==> config.mk <==
export PLATFORM = sky130hd
export DESIGN_NAME = nmea_sentence_validator_flat
export DESIGN_NICKNAME = d
export VERILOG_FILES = /design/src/rtl/nsv_pkg.sv /design/src/rtl/nsv_if.sv /design/src/rtl/nmea_sentence_validator.sv /design/src/flat_wrapper.sv
export VERILOG_INCLUDE_DIRS = /design/src /design/src/rtl
export SDC_FILE = /design/constraint.sdc
export NUM_CORES = 1
export LEC_CHECK = 0
export BUFFER_PORTS_ARGS = -buffer_cell sky130_fd_sc_hd__buf_2
export CORE_MARGIN = 1.5
export CORE_UTILIZATION = 45
export CTS_BUF_LIST = sky130_fd_sc_hd__clkbuf_16
export CTS_CLUSTER_DIAMETER = 150
export DETAILED_ROUTE_END_ITERATION = 16
export GPL_ROUTABILITY_DRIVEN = 0
export GPL_TIMING_DRIVEN = 1
export SLEW_MARGIN = 25
export SYNTH_ARGS = -nofsm -noshare
export SYNTH_HDL_FRONTEND = slang
export SYNTH_SLANG_ARGS = --single-unit
export TNS_END_PERCENT = 5
==> constraint.sdc <==
create_clock -name clk -period 3.6 [get_ports clk]
set_clock_uncertainty 0.1 [all_clocks]
set_input_delay 0.18 -clock clk [delete_from_list [all_inputs] [get_ports clk]]
set_output_delay 0.18 -clock clk [all_outputs]
set_load 0.01 [all_outputs]
==> src/rtl/nmea_sentence_validator_macros.svh <==
// ----------------------------------------------------------------------------
// NMEA sentence validator assertion macros
// Implication and next-cycle checks, clocked on rising edge, async reset off.
// ----------------------------------------------------------------------------
`ifndef NMEA_SENTENCE_VALIDATOR_MACROS_SVH
`define NMEA_SENTENCE_VALIDATOR_MACROS_SVH

`ifndef ASSERT_OFF

`define NSV_ASSERT_IMPLY(label, clk, rst_n, a, b) \
    label: assert property (@(posedge clk) disable iff (!rst_n) (a) |-> (b)) \
        else $error("implication check failed");

`define NSV_ASSERT_NEXT(label, clk, rst_n, a, b) \
    label: assert property (@(posedge clk) disable iff (!rst_n) (a) |=> (b)) \
        else $error("next-cycle check failed");

`else

`define NSV_ASSERT_IMPLY(label, clk, rst_n, a, b)

`define NSV_ASSERT_NEXT(label, clk, rst_n, a, b)

`endif

`endif

==> src/rtl/nsv_pkg.sv <==
// ----------------------------------------------------------------------------
// NMEA sentence validator package
// Character constants, error and format codes, helper functions.
// ----------------------------------------------------------------------------
package nsv_pkg;

    localparam logic [7:0] MAX_LINE  = 8'd128;
    localparam logic [7:0] MIN_LINE  = 8'd9;

    localparam logic [7:0] CH_NL     = 8'd10;
    localparam logic [7:0] CH_DOLLAR = 8'h24;
    localparam logic [7:0] CH_STAR   = 8'h2A;
    localparam logic [7:0] CH_COMMA  = 8'h2C;
    localparam logic [7:0] CH_G      = 8'h47;

    localparam logic [4:0] COMMA_MAX = 5'd31;

    localparam logic [3:0] ERR_NONE   = 4'd0;
    localparam logic [3:0] ERR_START  = 4'd1;
    localparam logic [3:0] ERR_HEADER = 4'd2;
    localparam logic [3:0] ERR_STRAY  = 4'd3;
    localparam logic [3:0] ERR_STAR   = 4'd4;
    localparam logic [3:0] ERR_CSUM   = 4'd5;
    localparam logic [3:0] ERR_FORMAT = 4'd6;
    localparam logic [3:0] ERR_FIELDS = 4'd7;
    localparam logic [3:0] ERR_LENGTH = 4'd8;

    localparam logic [1:0] FMT_GLL = 2'd0;
    localparam logic [1:0] FMT_WPL = 2'd1;
    localparam logic [1:0] FMT_RMC = 2'd2;
    localparam logic [1:0] FMT_GGA = 2'd3;

    localparam logic [4:0] FIELDS_GLL = 5'd7;
    localparam logic [4:0] FIELDS_WPL = 5'd4;
    localparam logic [4:0] FIELDS_RMC = 5'd12;
    localparam logic [4:0] FIELDS_GGA = 5'd15;

    typedef struct packed {
        logic       ok;
        logic [3:0] value;
    } hex_digit_t;

    typedef struct packed {
        logic       hit;
        logic [1:0] code;
    } format_match_t;

    function automatic logic is_upper(input logic [7:0] c);
        return (c >= 8'h41) && (c <= 8'h5A);
    endfunction

    function automatic hex_digit_t hex_value(input logic [7:0] c);
        hex_digit_t h;
        h.ok    = 1'b0;
        h.value = 4'd0;
        if ((c >= 8'h30) && (c <= 8'h39))
        begin
            h.ok    = 1'b1;
            h.value = c[3:0];
        end
        else if ((c >= 8'h41) && (c <= 8'h46))
        begin
            h.ok    = 1'b1;
            h.value = c[3:0] + 4'd9;
        end
        return h;
    endfunction

    function automatic format_match_t match_format(input logic [7:0] c0,
                                                   input logic [7:0] c1,
                                                   input logic [7:0] c2);
        format_match_t m;
        m.hit  = 1'b1;
        m.code = FMT_GLL;
        if ({c0, c1, c2} == {8'h47, 8'h4C, 8'h4C})
            m.code = FMT_GLL;
        else if ({c0, c1, c2} == {8'h57, 8'h50, 8'h4C})
            m.code = FMT_WPL;
        else if ({c0, c1, c2} == {8'h52, 8'h4D, 8'h43})
            m.code = FMT_RMC;
        else if ({c0, c1, c2} == {8'h47, 8'h47, 8'h41})
            m.code = FMT_GGA;
        else
            m.hit = 1'b0;
        return m;
    endfunction

    function automatic logic [4:0] wanted_fields(input logic [1:0] code);
        logic [4:0] n;
        unique case (code)
            FMT_GLL: n = FIELDS_GLL;
            FMT_WPL: n = FIELDS_WPL;
            FMT_RMC: n = FIELDS_RMC;
            FMT_GGA: n = FIELDS_GGA;
            default: n = FIELDS_GLL;
        endcase
        return n;
    endfunction

endpackage

==> src/rtl/nsv_if.sv <==
// ----------------------------------------------------------------------------
// NMEA sentence validator channels
// Byte input channel and verdict output channel, valid/ready handshake.
// ----------------------------------------------------------------------------
interface nsv_byte_if;
    logic       valid;
    logic       ready;
    logic [7:0] data_byte;

    modport source (output valid, output data_byte, input ready);
    modport sink   (input valid, input data_byte, output ready);
endinterface

interface nsv_verdict_if;
    logic       valid;
    logic       ready;
    logic       sentence_ok;
    logic [3:0] error_code;
    logic [1:0] format_code;
    logic [7:0] talker_letter;
    logic [4:0] field_count;
    logic [7:0] computed_checksum;

    modport source (output valid, output sentence_ok, output error_code,
                    output format_code, output talker_letter, output field_count,
                    output computed_checksum, input ready);
    modport sink   (input valid, input sentence_ok, input error_code,
                    input format_code, input talker_letter, input field_count,
                    input computed_checksum, output ready);
endinterface

==> src/rtl/nmea_sentence_validator.sv <==
// ----------------------------------------------------------------------------
// NMEA sentence validator
// Checks each newline-terminated sentence and reports one verdict per line.
// ----------------------------------------------------------------------------
// Usage:
//   rx carries one received character per item; a newline (10) ends the line.
//   verdict carries one result per newline: pass flag, error code, format,
//   talker letter, comma count and the computed XOR checksum.
//   One item per cycle is sustained, except that a newline stalls while a
//   verdict is held and not taken. A verdict appears on verdict in the cycle
//   after its newline is accepted and is held in the output register until taken.
//   While a verdict waits, ordinary bytes are still accepted; only a newline
//   waits for the output register to free up (it may be taken the same cycle).
//   Reset clears all line state and the output valid flag; the first byte
//   after reset starts a new line.
//   Line state is also cleared by every newline.
// ----------------------------------------------------------------------------
`include "nmea_sentence_validator_macros.svh"

module nmea_sentence_validator
(
    input  logic          clk,
    input  logic          rst_n,
    nsv_byte_if.sink      rx,
    nsv_verdict_if.source verdict
);

    logic [7:0] pos_reg,   pos_next;
    logic [7:0] xor_reg,   xor_next;
    logic [7:0] tail_reg   [3];
    logic [7:0] tail_next  [3];
    logic [7:0] talker_reg, talker_next;
    logic [7:0] fmt_reg    [3];
    logic [7:0] fmt_next   [3];
    logic [4:0] comma_reg, comma_next;
    logic [3:0] ferr_reg,  ferr_next;

    logic       vld_reg;
    logic       ok_reg;
    logic [3:0] code_reg;
    logic [1:0] fcode_reg;
    logic [7:0] tlk_reg;
    logic [4:0] cnt_reg;
    logic [7:0] csum_reg;

    logic       out_free;
    logic       accept;
    logic       is_nl;
    logic       take_nl;
    logic [3:0] stream_err;
    logic [3:0] line_err;
    logic [7:0] b;

    nsv_pkg::format_match_t fm;
    nsv_pkg::hex_digit_t    hi;
    nsv_pkg::hex_digit_t    lo;

    assign b        = rx.data_byte;
    assign is_nl    = (b == nsv_pkg::CH_NL);
    assign out_free = !vld_reg || verdict.ready;
    assign rx.ready = out_free || !is_nl;
    assign accept   = rx.valid && rx.ready;
    assign take_nl  = accept && is_nl;

    assign fm = nsv_pkg::match_format(fmt_reg[0], fmt_reg[1], fmt_reg[2]);
    assign hi = nsv_pkg::hex_value(tail_reg[1]);
    assign lo = nsv_pkg::hex_value(tail_reg[0]);

    always_comb
    begin
        stream_err = nsv_pkg::ERR_NONE;
        priority if (pos_reg >= nsv_pkg::MAX_LINE)
            stream_err = nsv_pkg::ERR_LENGTH;
        else if ((pos_reg == 8'd0) && (b != nsv_pkg::CH_DOLLAR))
            stream_err = nsv_pkg::ERR_START;
        else if ((pos_reg == 8'd1) && (b != nsv_pkg::CH_G))
            stream_err = nsv_pkg::ERR_START;
        else if ((pos_reg >= 8'd2) && (pos_reg <= 8'd4) && !nsv_pkg::is_upper(b))
            stream_err = nsv_pkg::ERR_HEADER;
        else if ((pos_reg >= 8'd5) && (b == nsv_pkg::CH_DOLLAR))
            stream_err = nsv_pkg::ERR_STRAY;
        else if ((pos_reg >= 8'd8) && (tail_reg[2] == nsv_pkg::CH_STAR))
            stream_err = nsv_pkg::ERR_STRAY;
        else
            stream_err = nsv_pkg::ERR_NONE;
    end

    always_comb
    begin
        line_err = ferr_reg;
        if (ferr_reg == nsv_pkg::ERR_NONE)
        begin
            priority if (pos_reg < nsv_pkg::MIN_LINE)
                line_err = nsv_pkg::ERR_LENGTH;
            else if (tail_reg[2] != nsv_pkg::CH_STAR)
                line_err = nsv_pkg::ERR_STAR;
            else if ((tail_reg[1] == nsv_pkg::CH_STAR) || (tail_reg[0] == nsv_pkg::CH_STAR))
                line_err = nsv_pkg::ERR_STRAY;
            else if (!hi.ok || !lo.ok || ({hi.value, lo.value} != xor_reg))
                line_err = nsv_pkg::ERR_CSUM;
            else if (!fm.hit)
                line_err = nsv_pkg::ERR_FORMAT;
            else if (comma_reg != nsv_pkg::wanted_fields(fm.code))
                line_err = nsv_pkg::ERR_FIELDS;
            else
                line_err = nsv_pkg::ERR_NONE;
        end
    end

    always_comb
    begin
        pos_next     = pos_reg;
        xor_next     = xor_reg;
        tail_next    = tail_reg;
        talker_next  = talker_reg;
        fmt_next     = fmt_reg;
        comma_next   = comma_reg;
        ferr_next    = ferr_reg;
        if (take_nl)
        begin
            pos_next    = 8'd0;
            xor_next    = 8'd0;
            tail_next   = '{8'd0, 8'd0, 8'd0};
            talker_next = 8'd0;
            fmt_next    = '{8'd0, 8'd0, 8'd0};
            comma_next  = 5'd0;
            ferr_next   = nsv_pkg::ERR_NONE;
        end
        else if (accept)
        begin
            if (ferr_reg == nsv_pkg::ERR_NONE)
                ferr_next = stream_err;
            if (pos_reg >= 8'd4)
                xor_next = xor_reg ^ tail_reg[2];
            if ((pos_reg >= 8'd9) && (tail_reg[2] == nsv_pkg::CH_COMMA)
                && (comma_reg < nsv_pkg::COMMA_MAX))
                comma_next = comma_reg + 5'd1;
            if (pos_reg == 8'd2)
                talker_next = b;
            unique case (pos_reg)
                8'd3:    fmt_next[0] = b;
                8'd4:    fmt_next[1] = b;
                8'd5:    fmt_next[2] = b;
                default: fmt_next    = fmt_reg;
            endcase
            tail_next[2] = tail_reg[1];
            tail_next[1] = tail_reg[0];
            tail_next[0] = b;
            if (pos_reg != 8'd255)
                pos_next = pos_reg + 8'd1;
        end
    end

    always_ff @(posedge clk or negedge rst_n)
    begin
        if (!rst_n)
        begin
            pos_reg    <= 8'd0;
            xor_reg    <= 8'd0;
            tail_reg   <= '{8'd0, 8'd0, 8'd0};
            talker_reg <= 8'd0;
            fmt_reg    <= '{8'd0, 8'd0, 8'd0};
            comma_reg  <= 5'd0;
            ferr_reg   <= nsv_pkg::ERR_NONE;
            vld_reg    <= 1'b0;
        end
        else
        begin
            pos_reg    <= pos_next;
            xor_reg    <= xor_next;
            tail_reg   <= tail_next;
            talker_reg <= talker_next;
            fmt_reg    <= fmt_next;
            comma_reg  <= comma_next;
            ferr_reg   <= ferr_next;
            if (take_nl)
                vld_reg <= 1'b1;
            else if (verdict.ready)
                vld_reg <= 1'b0;
        end
    end

    always_ff @(posedge clk)
    begin
        if (take_nl)
        begin
            ok_reg    <= (line_err == nsv_pkg::ERR_NONE);
            code_reg  <= line_err;
            fcode_reg <= fm.hit ? fm.code : nsv_pkg::FMT_GLL;
            tlk_reg   <= talker_reg;
            cnt_reg   <= comma_reg;
            csum_reg  <= xor_reg;
        end
    end

    assign verdict.valid             = vld_reg;
    assign verdict.sentence_ok       = ok_reg;
    assign verdict.error_code        = code_reg;
    assign verdict.format_code       = fcode_reg;
    assign verdict.talker_letter     = tlk_reg;
    assign verdict.field_count       = cnt_reg;
    assign verdict.computed_checksum = csum_reg;

    `NSV_ASSERT_NEXT(a_nl_gives_verdict, clk, rst_n, take_nl, vld_reg)
    `NSV_ASSERT_NEXT(a_nl_clears_line, clk, rst_n, take_nl,
                     (pos_reg == 8'd0) && (ferr_reg == nsv_pkg::ERR_NONE))
    `NSV_ASSERT_NEXT(a_first_error_holds, clk, rst_n,
                     (ferr_reg != nsv_pkg::ERR_NONE) && !take_nl, $stable(ferr_reg))
    `NSV_ASSERT_IMPLY(a_ok_matches_code, clk, rst_n, vld_reg,
                      ok_reg == (code_reg == nsv_pkg::ERR_NONE))

endmodule

==> src/flat_wrapper.sv <==
// flat-port wrapper written by rule: the top's interface ports become plain ports
module nmea_sentence_validator_flat 
  (clk, rst_n, rx_valid, rx_data_byte, rx_ready, verdict_valid, verdict_sentence_ok, verdict_error_code, verdict_format_code, verdict_talker_letter, verdict_field_count, verdict_computed_checksum, verdict_ready);
  nsv_byte_if rx_i ();
  nsv_verdict_if verdict_i ();
  input  logic clk;
  input  logic rst_n;
  input wire logic [$bits(rx_i.valid)-1:0] rx_valid;
  input wire logic [$bits(rx_i.data_byte)-1:0] rx_data_byte;
  output wire logic [$bits(rx_i.ready)-1:0] rx_ready;
  output wire logic [$bits(verdict_i.valid)-1:0] verdict_valid;
  output wire logic [$bits(verdict_i.sentence_ok)-1:0] verdict_sentence_ok;
  output wire logic [$bits(verdict_i.error_code)-1:0] verdict_error_code;
  output wire logic [$bits(verdict_i.format_code)-1:0] verdict_format_code;
  output wire logic [$bits(verdict_i.talker_letter)-1:0] verdict_talker_letter;
  output wire logic [$bits(verdict_i.field_count)-1:0] verdict_field_count;
  output wire logic [$bits(verdict_i.computed_checksum)-1:0] verdict_computed_checksum;
  input wire logic [$bits(verdict_i.ready)-1:0] verdict_ready;
  assign rx_i.valid = rx_valid;
  assign rx_i.data_byte = rx_data_byte;
  assign rx_ready = rx_i.ready;
  assign verdict_valid = verdict_i.valid;
  assign verdict_sentence_ok = verdict_i.sentence_ok;
  assign verdict_error_code = verdict_i.error_code;
  assign verdict_format_code = verdict_i.format_code;
  assign verdict_talker_letter = verdict_i.talker_letter;
  assign verdict_field_count = verdict_i.field_count;
  assign verdict_computed_checksum = verdict_i.computed_checksum;
  assign verdict_i.ready = verdict_ready;
  nmea_sentence_validator u_core (.clk(clk), .rst_n(rst_n), .rx(rx_i), .verdict(verdict_i));
endmodule
# Yosys cells after proc, flatten, opt, wreduce, memory -nomap -nowiden
# Index checks and enable logic that the tools add are counted.
# Widths: inputs -> output; s select.
[totals]
register_bits = 110
latch_bits = 0
ram_bits = 0
romBits = 0
inputBits = 12
output_inout_bits = 30
memories = 0
[classes]
addsub = 4
mul = 0
div_mod_pow = 0
order_cmp = 19
n_eq_ne = 24
shift = 0
mux = 56
bitwise = 1
n_reduce_logical = 47
[op_table]
columns = ["operator", "count"]
rows = [
  ["$eq 24x23->1 const B", 4],
  ["$mux 24", 4],
  ["$mux 8", 12],
  ["$mux 5", 13],
  ["$mux 4", 14],
  ["$eq 8x6->1 const B", 5],
  ["$ge 8x7->1 const B", 3],
  ["$le 8x7->1 const B", 3],
  ["$pmux 5 s4", 1],
  ["$reduce_bool 2->1", 10],
  ["$eq 8x2->1 const B", 2],
  ["$eq 8x3->1 const B", 2],
  ["$ge 8x3->1 const B", 2],
  ["$ge 8x4->1 const B", 2],
  ["$ge 8x6->1 const B", 2],
  ["$le 8x6->1 const B", 2],
  ["$ne 8x6->1 const B", 2],
  ["$reduce_and 2->1", 8],
  ["$logic_and 1x1->1", 15],
  ["$mux 2", 5],
  ["$add 4x4->4 const B", 2],
  ["$add 8x1->8 const B", 1],
  ["$eq 8x1->1 const B", 1],
  ["$eq 8x4->1 const B", 1],
  ["20 further kinds", 35],
]

# Depth between registers and ports, before layout
# Gate-level depths: netlist of the first run.
[depth]
depth_word = 22
depth_mapped = 12
mapped_depth_nobuf = 12

# Worst setup path before layout of the first run
# Ideal clock, no wire load.
[synth_path]
path_kind = "flip-flop to flip-flop"
from = "register u_core.fmt_reg[5] (netlist bit)"
to = "register u_core.code_reg[1] (netlist: u_core.verdict.error_code[1]) (data pin)"
setup_time_ps = 256
arrival_time_ps = 2825
required_time_ps = 3244
path_slack_ps = 419
stages_incl_launch_ff = 11
path_buffers = 0
synth_period_minus_slack_ps = 3181
cell_sequence = "dfrtp_1 > nor4b_1 > nand3_1 > or3_1 > o21ai_0 > inv_1 > ha_1 > nor2_1 > a2111oi_0 > o21ai_0 > a41o_1"
[synth_lines]
columns = ["item", "line_no", "rtl"]
rows = [
  ["start, declared", "nmea_sentence_validator.sv:33", "logic [7:0] fmt_reg [3];"],
  ["start signal, assigned", "nmea_sentence_validator.sv:162", "fmt_reg <= '{8'd0, 8'd0, 8'd0};"],
  ["start signal, assigned", "nmea_sentence_validator.sv:173", "fmt_reg <= fmt_next;"],
  ["end signal, assigned", "nmea_sentence_validator.sv:188", "code_reg <= line_err;"],
  ["end, declared", "nmea_sentence_validator.sv:40", "logic [3:0] code_reg;"],
]

==> results of run 1 <==
## area by class of cell
type	instances	area, µm²
well taps	143	179
clock inverters	7	51.3
multi-input cells	369	2380
repair buffers	48	279
inverters	17	63.8
flip-flops and latches	109	2870
fillers	1048	5520
clock buffers	9	225
## cell families after synthesis
logic type,count (synthesis),synth area share [%]
flip-flops,109,53.2
AND/OR/NAND/NOR,210,21.0
adder cells (fa/ha/maj),15,3.48
AO/OA/AOI/OAI,106,12.9
multiplexers,14,2.74
XOR/XNOR,24,3.90
buffers and inverters,37,2.78
## tightest hold or removal path, stage by stage
cell and delay, ns:
sky130_fd_sc_hd__buf_2 0.15, sky130_fd_sc_hd__nand2_1 0.06, sky130_fd_sc_hd__o21ai_0 0.07
## worst paths after layout
kind / end / slack, ns
max: u_core.verdict.error_code[1] / 0.38
min: u_core.tail_reg[18] / 0.06
max reg2reg: u_core.verdict.error_code[1] / 0.38
min reg2reg: u_core.verdict.talker_letter[2] / 0.35
max in group asynchronous: u_core.verdict.valid / 2.54
min in group asynchronous: u_core.tail_reg[20] / 0.31
## report_power, final
part	internal [W]	leakage [nW]	switching (W)
Sequential	0.00159	1.27	0.000298
Clock	0.000473	0.133	0.000460
Combinational	0.000375	1.19	0.000436
## cells in the mapped netlist, drive strengths merged (4+ instances only)
cell type	count	area [µm²]
nand2	50	190
nand4	12	75.1
nor2	50	193
nor4b	5	43.8
nor3b	4	30.0
o21ai	45	225
buf	9	45.0
edfxtp	28	841
clkbuf	11	41.3
o22ai	5	31.3
a21oi	14	70.1
or3	6	37.5
a22o	14	123
nand3	33	170
nor4bb	7	70.1
xor2	19	166
dfrtp	81	2030
ha	15	188
nand2b	6	37.5
mux2	6	67.6
nor2b	7	43.8
inv	17	63.8
xnor2	5	43.8
and2	5	31.3
mux2i	8	80.1
nor3	5	36.3
## per-layer routing
metal  vias to the layer above  global-route usage, %  share of wire (%)
met2                        90                   29.4                 43
met5                         -                      0                  0
met1                      1924                   30.0                 50
li1                       1954                      -                  -
met4                         0                   9.03                2.2
met3                        19                   3.40                4.2
## metrics by stage
| step | instance area (µm²) | worst slack (ns) | util, % | hold slack, ns |
|---|---|---|---|---|
| floorplan | 5390 | 0.419 | - | -0.216 |
| global placement | 5750 | 0.507 | 49.8 | 0.321 |
| detailed placement | 5750 | 0.394 | 49.8 | 0.337 |
| CTS | 6040 | 0.378 | 52.2 | 0.0542 |
| global route | 6040 | 0.120 | 52.3 | 0.0599 |
| finish | 6040 | 0.379 | 52.3 | 0.0605 |
## what timing repair did
action | in CTS | in global routing
hold buffers | 1 | 0
buffers inserted | 0 | 0
endpoints found under the hold margin | 81 | 0
==> flow_summary.json, run 1 <==
{
  "drv_slew": 0,
  "end_kind": "flop",
  "routed_wl_um": 12100,
  "placed_cells": 685,
  "report.final.hold_viol_count": 0,
  "holdCritStartpoint": "rx_data_byte[2]",
  "diodes": 0,
  "grt_overflow": 0,
  "numCtsBuffers": 9,
  "critical-path-top-delay-family": "simple AND/OR/NAND/NOR gates",
  "finalWorstPathRequiredPeriod_ns": 3.22,
  "worst_slew_pin_slew_ns": 0.760,
  "dp_hpwl_um": 8640,
  "final-instance-count-excl-fill": 702,
  "synth_cells": 515,
  "die_h_um": 112,
  "timing.setup.tns_ns": 0,
  "critPathSlowestCell": "sky130_fd_sc_hd__or3_1",
  "ctsResizeCount": 0,
  "io_buffer_count": 41,
  "worst_setup_startpoint": "u_core.fmt_reg[5]",
  "status": "finished, violations left",
  "fraction_of_layout_instances_using_a_drive_strength_above_1_pct": 13.2,
  "synth_warnings": 0,
  "synth-seq-area-share_pct": 53.2,
  "crit_cells": 12,
  "grt_first_pass_wirelength_um": 19700,
  "worst_skew_pair.late_latency_ns": 0.35,
  "cts.htree.levels": 3,
  "final_common_cell": "sky130_fd_sc_hd__dfrtp_1",
  "numClockSinks": 109,
  "failed_checks": "design-rule violations",
  "synth_top_flop_cell": "sky130_fd_sc_hd__dfrtp_1",
  "initial_utilization_pct": 46.6,
  "floorplan.rows": 39,
  "final_antenna_net_count": 0,
  "count_of_flip_flops_with_a_built_in_enable_after_synthesis": 28,
  "mean_cell_area_of_the_mapped_netlist_um2": 10.5,
  "power.density_nw_per_um2": 601,
  "clockBufferDepth": 2,
  "worstPathArrival_ns": 3.24,
  "hold_path.class": "in -> reg",
  "floorplan.die_area_um2": 12600,
  "detail_route.vias_per_cell": 5.68,
  "first_pass_iters": 10,
  "max_clock_freq_ghz": 0.310,
  "path_clk_slew_ns": 0.07,
  "placeableCoreArea_um2": 11600,
  "route.vias.total": 3987,
  "grt_pass1_vias": 3786,
  "worst-path-max-fanout": 4,
  "synth.lib_cells_used.distinct": 63,
  "synth_nets": 542,
  "critical_path_class": "reg -> reg",
  "power.static_leakage_nw": 2.59,
  "finalPower_w": 0.00363,
  "detailedRoute.firstIterationViolations": 274,
  "synthesis_to_finish_area_growth_pct": 12.1,
  "timing.critical_path.cells": "nor4b_1, buf_4, nand3_1, or3_1, o21ai_0, inv_1, ha_1, nor2_1, a2111oi_0, buf_4, o21ai_0, a41o_1",
  "most_used_cells_in_the_layout_excluding_fill_and_tap_cells": "sky130_fd_sc_hd__dfrtp_1 (81), sky130_fd_sc_hd__nand2_1 (49), sky130_fd_sc_hd__nor2_1 (48)",
  "drc_errors": 3,
  "crit-reg2reg-launch": "u_core.fmt_reg[5]",
  "drv.max_cap_violation_count": 0,
  "cts_tree": "yes",
  "setup.worst_path.start_class": "flop",
  "worst_path_bufs_invs": 3,
  "antenna_found_initial": 0,
  "largest_net_degree_at_the_start_of_global_routing": 82,
  "root_buffer": "sky130_fd_sc_hd__clkbuf_16",
  "synth_register_bits": 109,
  "avgRoutedWirePerCell_um": 17.2,
  "rsz0062_at_grt": "false",
  "nNetsFinal": 581,
  "ir_drop_mv": 0.273,
  "maxSlewHeadroom_pct": 49.3,
  "horiz_die_dim_um": 112,
  "ys_async_sr_fraction_pct": 74.3,
  "critical_path_required_ns": 3.62,
  "syn-cell-area_um2": 5390,
  "reg2reg_depth": 12,
  "period_share_pct": 89.5,
  "groute.usage.overall_pct": 20.3,
  "hold_depth": 3,
  "timing.final.setup_violations": 0,
  "critical_path_s_largest_stage_delay_ns": 0.39,
  "num_io_pins": 42
}
Power figures use the tool's default switching activity.
==> run 2: changes to the inputs <==
ABC_AREA = 1   (was not set)
MAX_ROUTING_LAYER = met4   (was not set)
==> run 2 against run 1 <==
- the run now ends clean
- cell count is 22% higher
- worst hold slack worse by 0.047 ns
- die area is 2.7% higher
- via count is 14% higher
- highest routed layer unchanged
- critical path depth is 4 higher
- routed wire length is 2.5% higher
- power hardly changed
==> flow_summary.json, run 2 <==
{
  "critPathSlowestCell": "sky130_fd_sc_hd__dfrtp_1",
  "first_pass_iters": 5,
  "finalPower_w": 0.00363,
  "synth_cells": 657,
  "largest_net_degree_at_the_start_of_global_routing": 82,
  "groute.usage.overall_pct": 21.0,
  "final-instance-count-excl-fill": 858,
  "sequentialPowerShare_pct": 51.4,
  "numCtsBuffers": 9,
  "maxSlewHeadroom_pct": 38.7,
  "worst-path-max-fanout": 4,
  "main_combinational_cell_family_by_area_after_synthesis": "simple AND/OR/NAND/NOR gates",
  "floorplan.die_area_um2": 13000,
  "root_buffer": "sky130_fd_sc_hd__clkbuf_16",
  "fin_hold_ws_ns": 0.0130,
  "rsz0062_at_grt": "false",
  "status": "completed",
  "share_of_the_synthesized_netlist_area_taken_by_xor_and_xnor_gates_pct": 0.474,
  "synth-simple-area-share_pct": 23.4,
  "diodes": 0,
  "synth_warnings": 0,
  "synth.most_common_cell": "sky130_fd_sc_hd__nand2_1",
  "power.static_leakage_nw": 2.94,
  "net_switching_share_of_the_total_power_pct": 34.5,
  "placement.cell_area_um2": 5870,
  "drv.max_cap_violation_count": 0,
  "end_kind": "flop",
  "drv_slew": 0,
  "die_h_um": 114,
  "internal_w": 0.00238,
  "hold_path.class": "in -> reg",
  "pwr-share-comb_pct": 22.3,
  "nNetsFinal": 733,
  "mean_cell_area_of_the_mapped_netlist_um2": 8.43,
  "final_antenna_net_count": 0,
  "netlist_top_cells_area": "sky130_fd_sc_hd__dfrtp_1 (37%), sky130_fd_sc_hd__edfxtp_1 (15%), sky130_fd_sc_hd__nand2_1 (9.5%)",
  "finalWorstPathRequiredPeriod_ns": 2.82,
  "most_used_cells_in_the_layout_excluding_fill_and_tap_cells": "sky130_fd_sc_hd__nand2_1 (140), sky130_fd_sc_hd__inv_1 (90), sky130_fd_sc_hd__dfrtp_1 (81)",
  "detailedRoute.firstIterationViolations": 363,
  "final_common_cell": "sky130_fd_sc_hd__nand2_1",
  "timing.setup.tns_ns": 0,
  "clockBufferDepth": 2,
  "placed_cells": 835,
  "drc_errors": 0,
  "count_of_flip_flops_with_a_built_in_enable_after_synthesis": 28,
  "numClockSinks": 109,
  "critical_path_class": "reg -> reg",
  "synth_register_bits": 109,
  "cts.htree.levels": 3,
  "timing.critical_path.cells": "inv_1, nand2_1, nor3_1, nand3_1, nor2_1, nor2_1, ha_1, a21oi_1, nand4_1, a21oi_1, nand3_1, nand2_1, nand2_1, nor2_1, nand2_1, nor2_1",
  "grt_pass1_vias": 4119,
  "power.density_nw_per_um2": 583,
  "avgRoutedWirePerCell_um": 14.4,
  "max_clock_freq_ghz": 0.355,
  "grt_overflow": 0,
  "path_clk_slew_ns": 0.08,
  "timing.final.setup_violations": 0,
  "n_fill_cell": 1166,
  "initial_utilization_pct": 46.1,
  "ys_async_sr_fraction_pct": 74.3,
  "yosys.area.top_type": "sky130_fd_sc_hd__dfrtp_1",
  "syn-cell-area_um2": 5540,
  "final_cell_area_um2": 6230,
  "horiz_die_dim_um": 114,
  "worst_skew_pair.late_latency_ns": 0.35,
  "synth_top_flop_cell": "sky130_fd_sc_hd__dfrtp_1",
  "critical_path_required_ns": 3.70,
  "antenna_found_initial": 0,
  "detail_route.vias_per_cell": 5.29,
  "worstPathArrival_ns": 2.91,
  "synth-adder-area-share_pct": 3.39,
  "postCtsSetupRepairBufs": 0,
  "fraction_of_layout_instances_using_a_drive_strength_above_1_pct": 11.3,
  "synth_mux_area_share_pct": 0,
  "dp_hpwl_um": 9230,
  "routed_wl_um": 12400,
  "floorplan.rows": 40,
  "synthesis_to_finish_area_growth_pct": 12.4,
  "synth_nets": 684,
  "synthDominantCellAreaShare_pct": 36.6,
  "grt_first_pass_wirelength_um": 20700,
  "synth_common_cells": "sky130_fd_sc_hd__nand2_1 (140), sky130_fd_sc_hd__inv_1 (90), sky130_fd_sc_hd__dfrtp_1 (81), sky130_fd_sc_hd__o21ai_0 (71), sky130_fd_sc_hd__nor2_1 (61)",
  "period_share_pct": 78.2,
  "num_io_pins": 42,
  "clkPwrFrac_pct": 26.3,
  "synth-seq-area-share_pct": 51.8,
  "worst_slew_pin_slew_ns": 0.914,
  "cts_tree": "yes",
  "placeableCoreArea_um2": 12000,
  "setup.worst_path.start_class": "flop",
  "power_switching_w": 0.00125,
  "ir_drop_mv": 0.301,
  "io_buffer_count": 41,
  "route.vias.total": 4542,
  "critical_path_s_largest_stage_delay_ns": 0.38,
  "area_fraction_in_compound_gates_after_synthesis_pct": 13.2,
  "synth.lib_cells_used.distinct": 43,
  "report.final.hold_viol_count": 0
}
-- run 2: worst paths after layout --
kind / endpoint / slack, ns / startpoint / depth (start not counted)
setup / recovery: u_core.verdict.sentence_ok / 0.78 / u_core.fmt_reg[15] / 16
hold / removal: u_core.tail_reg[16] / 0.01 / rx_data_byte[0] / 3
setup reg to reg: u_core.verdict.sentence_ok / 0.78 / u_core.fmt_reg[15] / 16
hold reg to reg: u_core.verdict.talker_letter[6] / 0.35 / u_core.talker_reg[6] / 0
max in group asynchronous: u_core.fmt_reg[11] / 2.53 / rst_n / 2
min in group asynchronous: u_core.pos_reg[7] / 0.33 / rst_n / 2
-- run 2: power groups by stage --
stage	combinational, W	clock [W]	sequential (W)
6_report	0.000810	0.000954	0.00187
5_1_grt	0.000950	0.00103	0.00191
4_1_cts	0.000812	0.000982	0.00186
3_5_place_dp	0.000802	0	0.00188
3_3_place_gp	0.000784	0	0.00187
2_1_floorplan	0.000640	0	0.00180
-- run 2: critical path, delay by kind of cell, from the launching register on --
kind	cells	cell delay (ns)
AOI/OAI and AO/OA	2	0.34
adders and majority gates	1	0.32
buffers and inverters	1	0.05
DFF	1	0.38
and+or+nand+nor	12	1.47
-- run 2: metal layers --
| metal | global-route usage, % | vias to the layer above | routed length [µm] |
|---|---|---|---|
| met2 | 29.7 | 125 | 5320 |
| met5 | - | - | 0 |
| met1 | 30.6 | 2117 | 6170 |
| met3 | 4.25 | 15 | 704 |
| met4 | 6.08 | 0 | 187 |
| li1 | - | 2285 | - |
-- run 2: cell type report --
type / count / area, µm² / share of cell area, %
clock inverters: 7 / 63.8 / 1.02
clock buffers: 9 / 225 / 3.62
flip-flops and latches: 109 / 2870 / 46.0
multi-input cells: 442 / 2240 / 36.0
repair buffers: 50 / 297 / 4.76
inverters: 94 / 353 / 5.66
well taps: 147 / 184 / 2.95
-- run 2: kinds of logic after synthesis --
family,after synthesis
buf+inv,106
xor+xnor,3
fa+ha+maj,15
simple gates,295
flops,109
compound gates,129
-- run 2: through the flow --
stage | setup slack (ns) | util [%]
after floorplan | 1.23 | -
after global placement | 0.977 | 48.8
after detailed placement | 0.829 | 48.8
after CTS | 0.790 | 51.8
after global routing | 0.554 | 51.9
final | 0.784 | 51.9
-- run 2: repair_timing --
| action | 4_1_cts | 5_1_grt |
|---|---|---|
| gates resized for setup | 0 | 0 |
| endpoints found under the hold margin | 87 | 0 |
| hold buffers | 7 | 0 |
| endpoints found under the setup margin | 0 | 0 |
==> run 3: changes to the inputs <==
ABC_AREA = 0   (was 1)
clock period = 2.89 ns   (was 3.6 ns; I/O delays follow)
==> run 3 against run 2 <==
- the run now ends with design-rule violations left
- highest routed layer unchanged
- largest power group unchanged
- cell count fell by 16%
- sequential share of layout area fell by 0.68 points
- register-to-register slack got worse by 0.69 ns
- via count fell by 10%
- core utilization rose by 2.8 points
- sequential power rose by 26%
- first-iteration DRC count fell by 21%
- count of clock-buffer cells in the layout did not move
- final area rose by 1.5%
- worst setup slack got worse by 0.69 ns
==> flow_summary.json, run 3 (synthesized netlist as in run 1, its figures left out) <==
{
  "status": "finished, violations left",
  "failed_checks": "design-rule violations",
  "sequentialPowerShare_pct": 49.2,
  "root_buffer": "sky130_fd_sc_hd__clkbuf_16",
  "hold_path.class": "in -> reg",
  "rsz0062_at_grt": "true",
  "dp_hpwl_um": 8810,
  "internal_w": 0.00327,
  "final_cell_area_um2": 6320,
  "reg2reg_slack_ns": 0.09,
  "first_pass_iters": 11,
  "horiz_die_dim_um": 112,
  "clockBufferDepth": 2,
  "end_kind": "flop",
  "path_clk_slew_ns": 0.07,
  "most_used_cells_in_the_layout_excluding_fill_and_tap_cells": "sky130_fd_sc_hd__dfrtp_1 (81), sky130_fd_sc_hd__nand2_1 (49), sky130_fd_sc_hd__nor2_1 (46)",
  "n_fill_cell": 1010,
  "setup.worst_path.start_class": "flop",
  "preCtsSetupSlack_ns": -0.103,
  "cts.htree.levels": 3,
  "floorplan.die_area_um2": 12600,
  "crit-reg2reg-launch": "u_core.fmt_reg[5]",
  "grt_overflow": 0,
  "regToRegEndpoint": "u_core.verdict.error_code[0]",
  "groute.usage.overall_pct": 21.7,
  "finalPower_w": 0.00479,
  "timing.critical_path.cells": "nor4b_4, nand3_1, or3_4, o21ai_4, inv_2, ha_4, nor2_2, a2111oi_4, buf_4, o21a_1, a31oi_1",
  "grt_pass1_vias": 3903,
  "nNetsFinal": 598,
  "finalWorstPathRequiredPeriod_ns": 2.80,
  "critical_path_s_largest_stage_delay_ns": 0.41,
  "sequential_cell_area_um2": 2870,
  "net_switching_share_of_the_total_power_pct": 31.8,
  "worstPathArrival_ns": 2.80,
  "final_common_cell": "sky130_fd_sc_hd__dfrtp_1",
  "avgRoutedWirePerCell_um": 17.0,
  "maxSlewHeadroom_pct": 49.4,
  "floorplan.rows": 39,
  "num_io_pins": 42,
  "io_buffer_count": 41,
  "initial_utilization_pct": 46.6,
  "antenna_found_initial": 0,
  "endpoint": "u_core.verdict.error_code[0]",
  "power_switching_w": 0.00152,
  "period_share_pct": 96.7,
  "final-instance-count-excl-fill": 719,
  "worst_slew_pin_slew_ns": 0.758,
  "diodes": 0,
  "critical_path_class": "reg -> reg",
  "worst_skew_pair.late_latency_ns": 0.35,
  "placeableCoreArea_um2": 11600,
  "detail_route.vias_per_cell": 5.68,
  "die_h_um": 112,
  "drv.max_cap_violation_count": 0,
  "numCtsBuffers": 9,
  "drv_slew": 0,
  "timing.setup.tns_ns": 0,
  "placed_cells": 700,
  "fraction_of_layout_instances_using_a_drive_strength_above_1_pct": 18.6,
  "placement.cell_area_um2": 5880,
  "max_clock_freq_ghz": 0.358,
  "timing.final.ws_setup_ns": 0.0947,
  "timing.final.setup_violations": 0,
  "detailedRoute.firstIterationViolations": 285,
  "ir_drop_mv": 0.501,
  "routed_wl_um": 12200,
  "critical_path_required_ns": 2.89,
  "route.vias.total": 4086,
  "worst_setup_startpoint": "u_core.fmt_reg[5]",
  "clkPwrFrac_pct": 27.9,
  "worst-path-max-fanout": 2,
  "power.static_leakage_nw": 2.72,
  "reg2reg_depth": 11,
  "cts_tree": "yes",
  "multi_input_area_um2": 2480,
  "pwr-share-comb_pct": 22.9,
  "numClockSinks": 109,
  "synthesis_to_finish_area_growth_pct": 17.3,
  "final_antenna_net_count": 0,
  "grt_first_pass_wirelength_um": 20600,
  "report.final.hold_viol_count": 0,
  "critPathSlowestCell": "sky130_fd_sc_hd__dfrtp_1",
  "largest_net_degree_at_the_start_of_global_routing": 82,
  "drc_errors": 4,
  "power.density_nw_per_um2": 758
}
run 3: cell count changes in the layout (fill, tap and decap cells not counted), sizes merged, moves of 16 or more:
| cell | change |
|---|---|
| buf | +21 |
| o21ai | -33 |
| xor2 | +16 |
| nand2 | -94 |
| nor3 | -16 |
| inv | -79 |
run 3: per-layer routing:
metal / vias up / GRT usage (%) / wire, µm
met5: - / - / 0
met4: 0 / 8.61 / 191
met3: 13 / 3.08 / 432
met2: 91 / 31.0 / 5300
met1: 1992 / 31.4 / 6330
li1: 1990 / - / -
run 3: layout make-up:
cell class / count / share of cell area, %
flip-flops and latches: 109 / 45.4
multi-input cells: 369 / 39.3
repair buffers: 65 / 6.43
clock buffers: 9 / 3.56
well taps: 143 / 2.83
clock inverters: 7 / 1.52
inverters: 17 / 1.01
run 3: worst max-delay path, delay by kind of cell, from the launching register on:
family / cells / cell delay, ns
compound gates: 4 / 0.59
fa+ha+maj: 1 / 0.28
flops: 1 / 0.41
simple gates: 4 / 0.92
buf+inv: 2 / 0.23
run 3: worst min-delay path by stage:
stage,startpoint,end,slack [ns],cells past startpoint
global placement,rst_n,u_core.pos_reg[5],0.29,1
floorplan,rst_n,u_core.comma_reg[0],-0.25,0
detailed placement,rst_n,u_core.tail_reg[20],0.30,1
CTS,rx_data_byte[2],u_core.tail_reg[18],0.01,3
global route,rx_data_byte[2],u_core.tail_reg[18],0.04,3
finish,rx_data_byte[2],u_core.tail_reg[18],0.02,3
run 3: repair_timing:
action,4_1_cts,5_1_grt
hold endpoints to repair,81,0
pin swaps,9,5
setup buffers,2,0
gates resized for setup,10,8
hold buffers,1,0
setup endpoints to repair,4,4
run 3: power by group through the flow:
| stage | logic [W] | registers, W | clock network, W |
|---|---|---|---|
| CTS | 0.00110 | 0.00235 | 0.00136 |
| global route | 0.00126 | 0.00242 | 0.00142 |
| floorplan | 0.000846 | 0.00223 | 0 |
| global placement | 0.00105 | 0.00235 | 0 |
| detailed placement | 0.00108 | 0.00237 | 0 |
| finish | 0.00110 | 0.00236 | 0.00134 |
run 3: metrics by stage:
| stage | util [%] | hold WS, ns |
|---|---|---|
| after global routing | 54.7 | 0.0401 |
| after detailed placement | 50.8 | 0.297 |
| after global placement | 50.8 | 0.288 |
| final | 54.7 | 0.0198 |
| after floorplan | - | -0.251 |
| after CTS | 54.2 | 0.0106 |
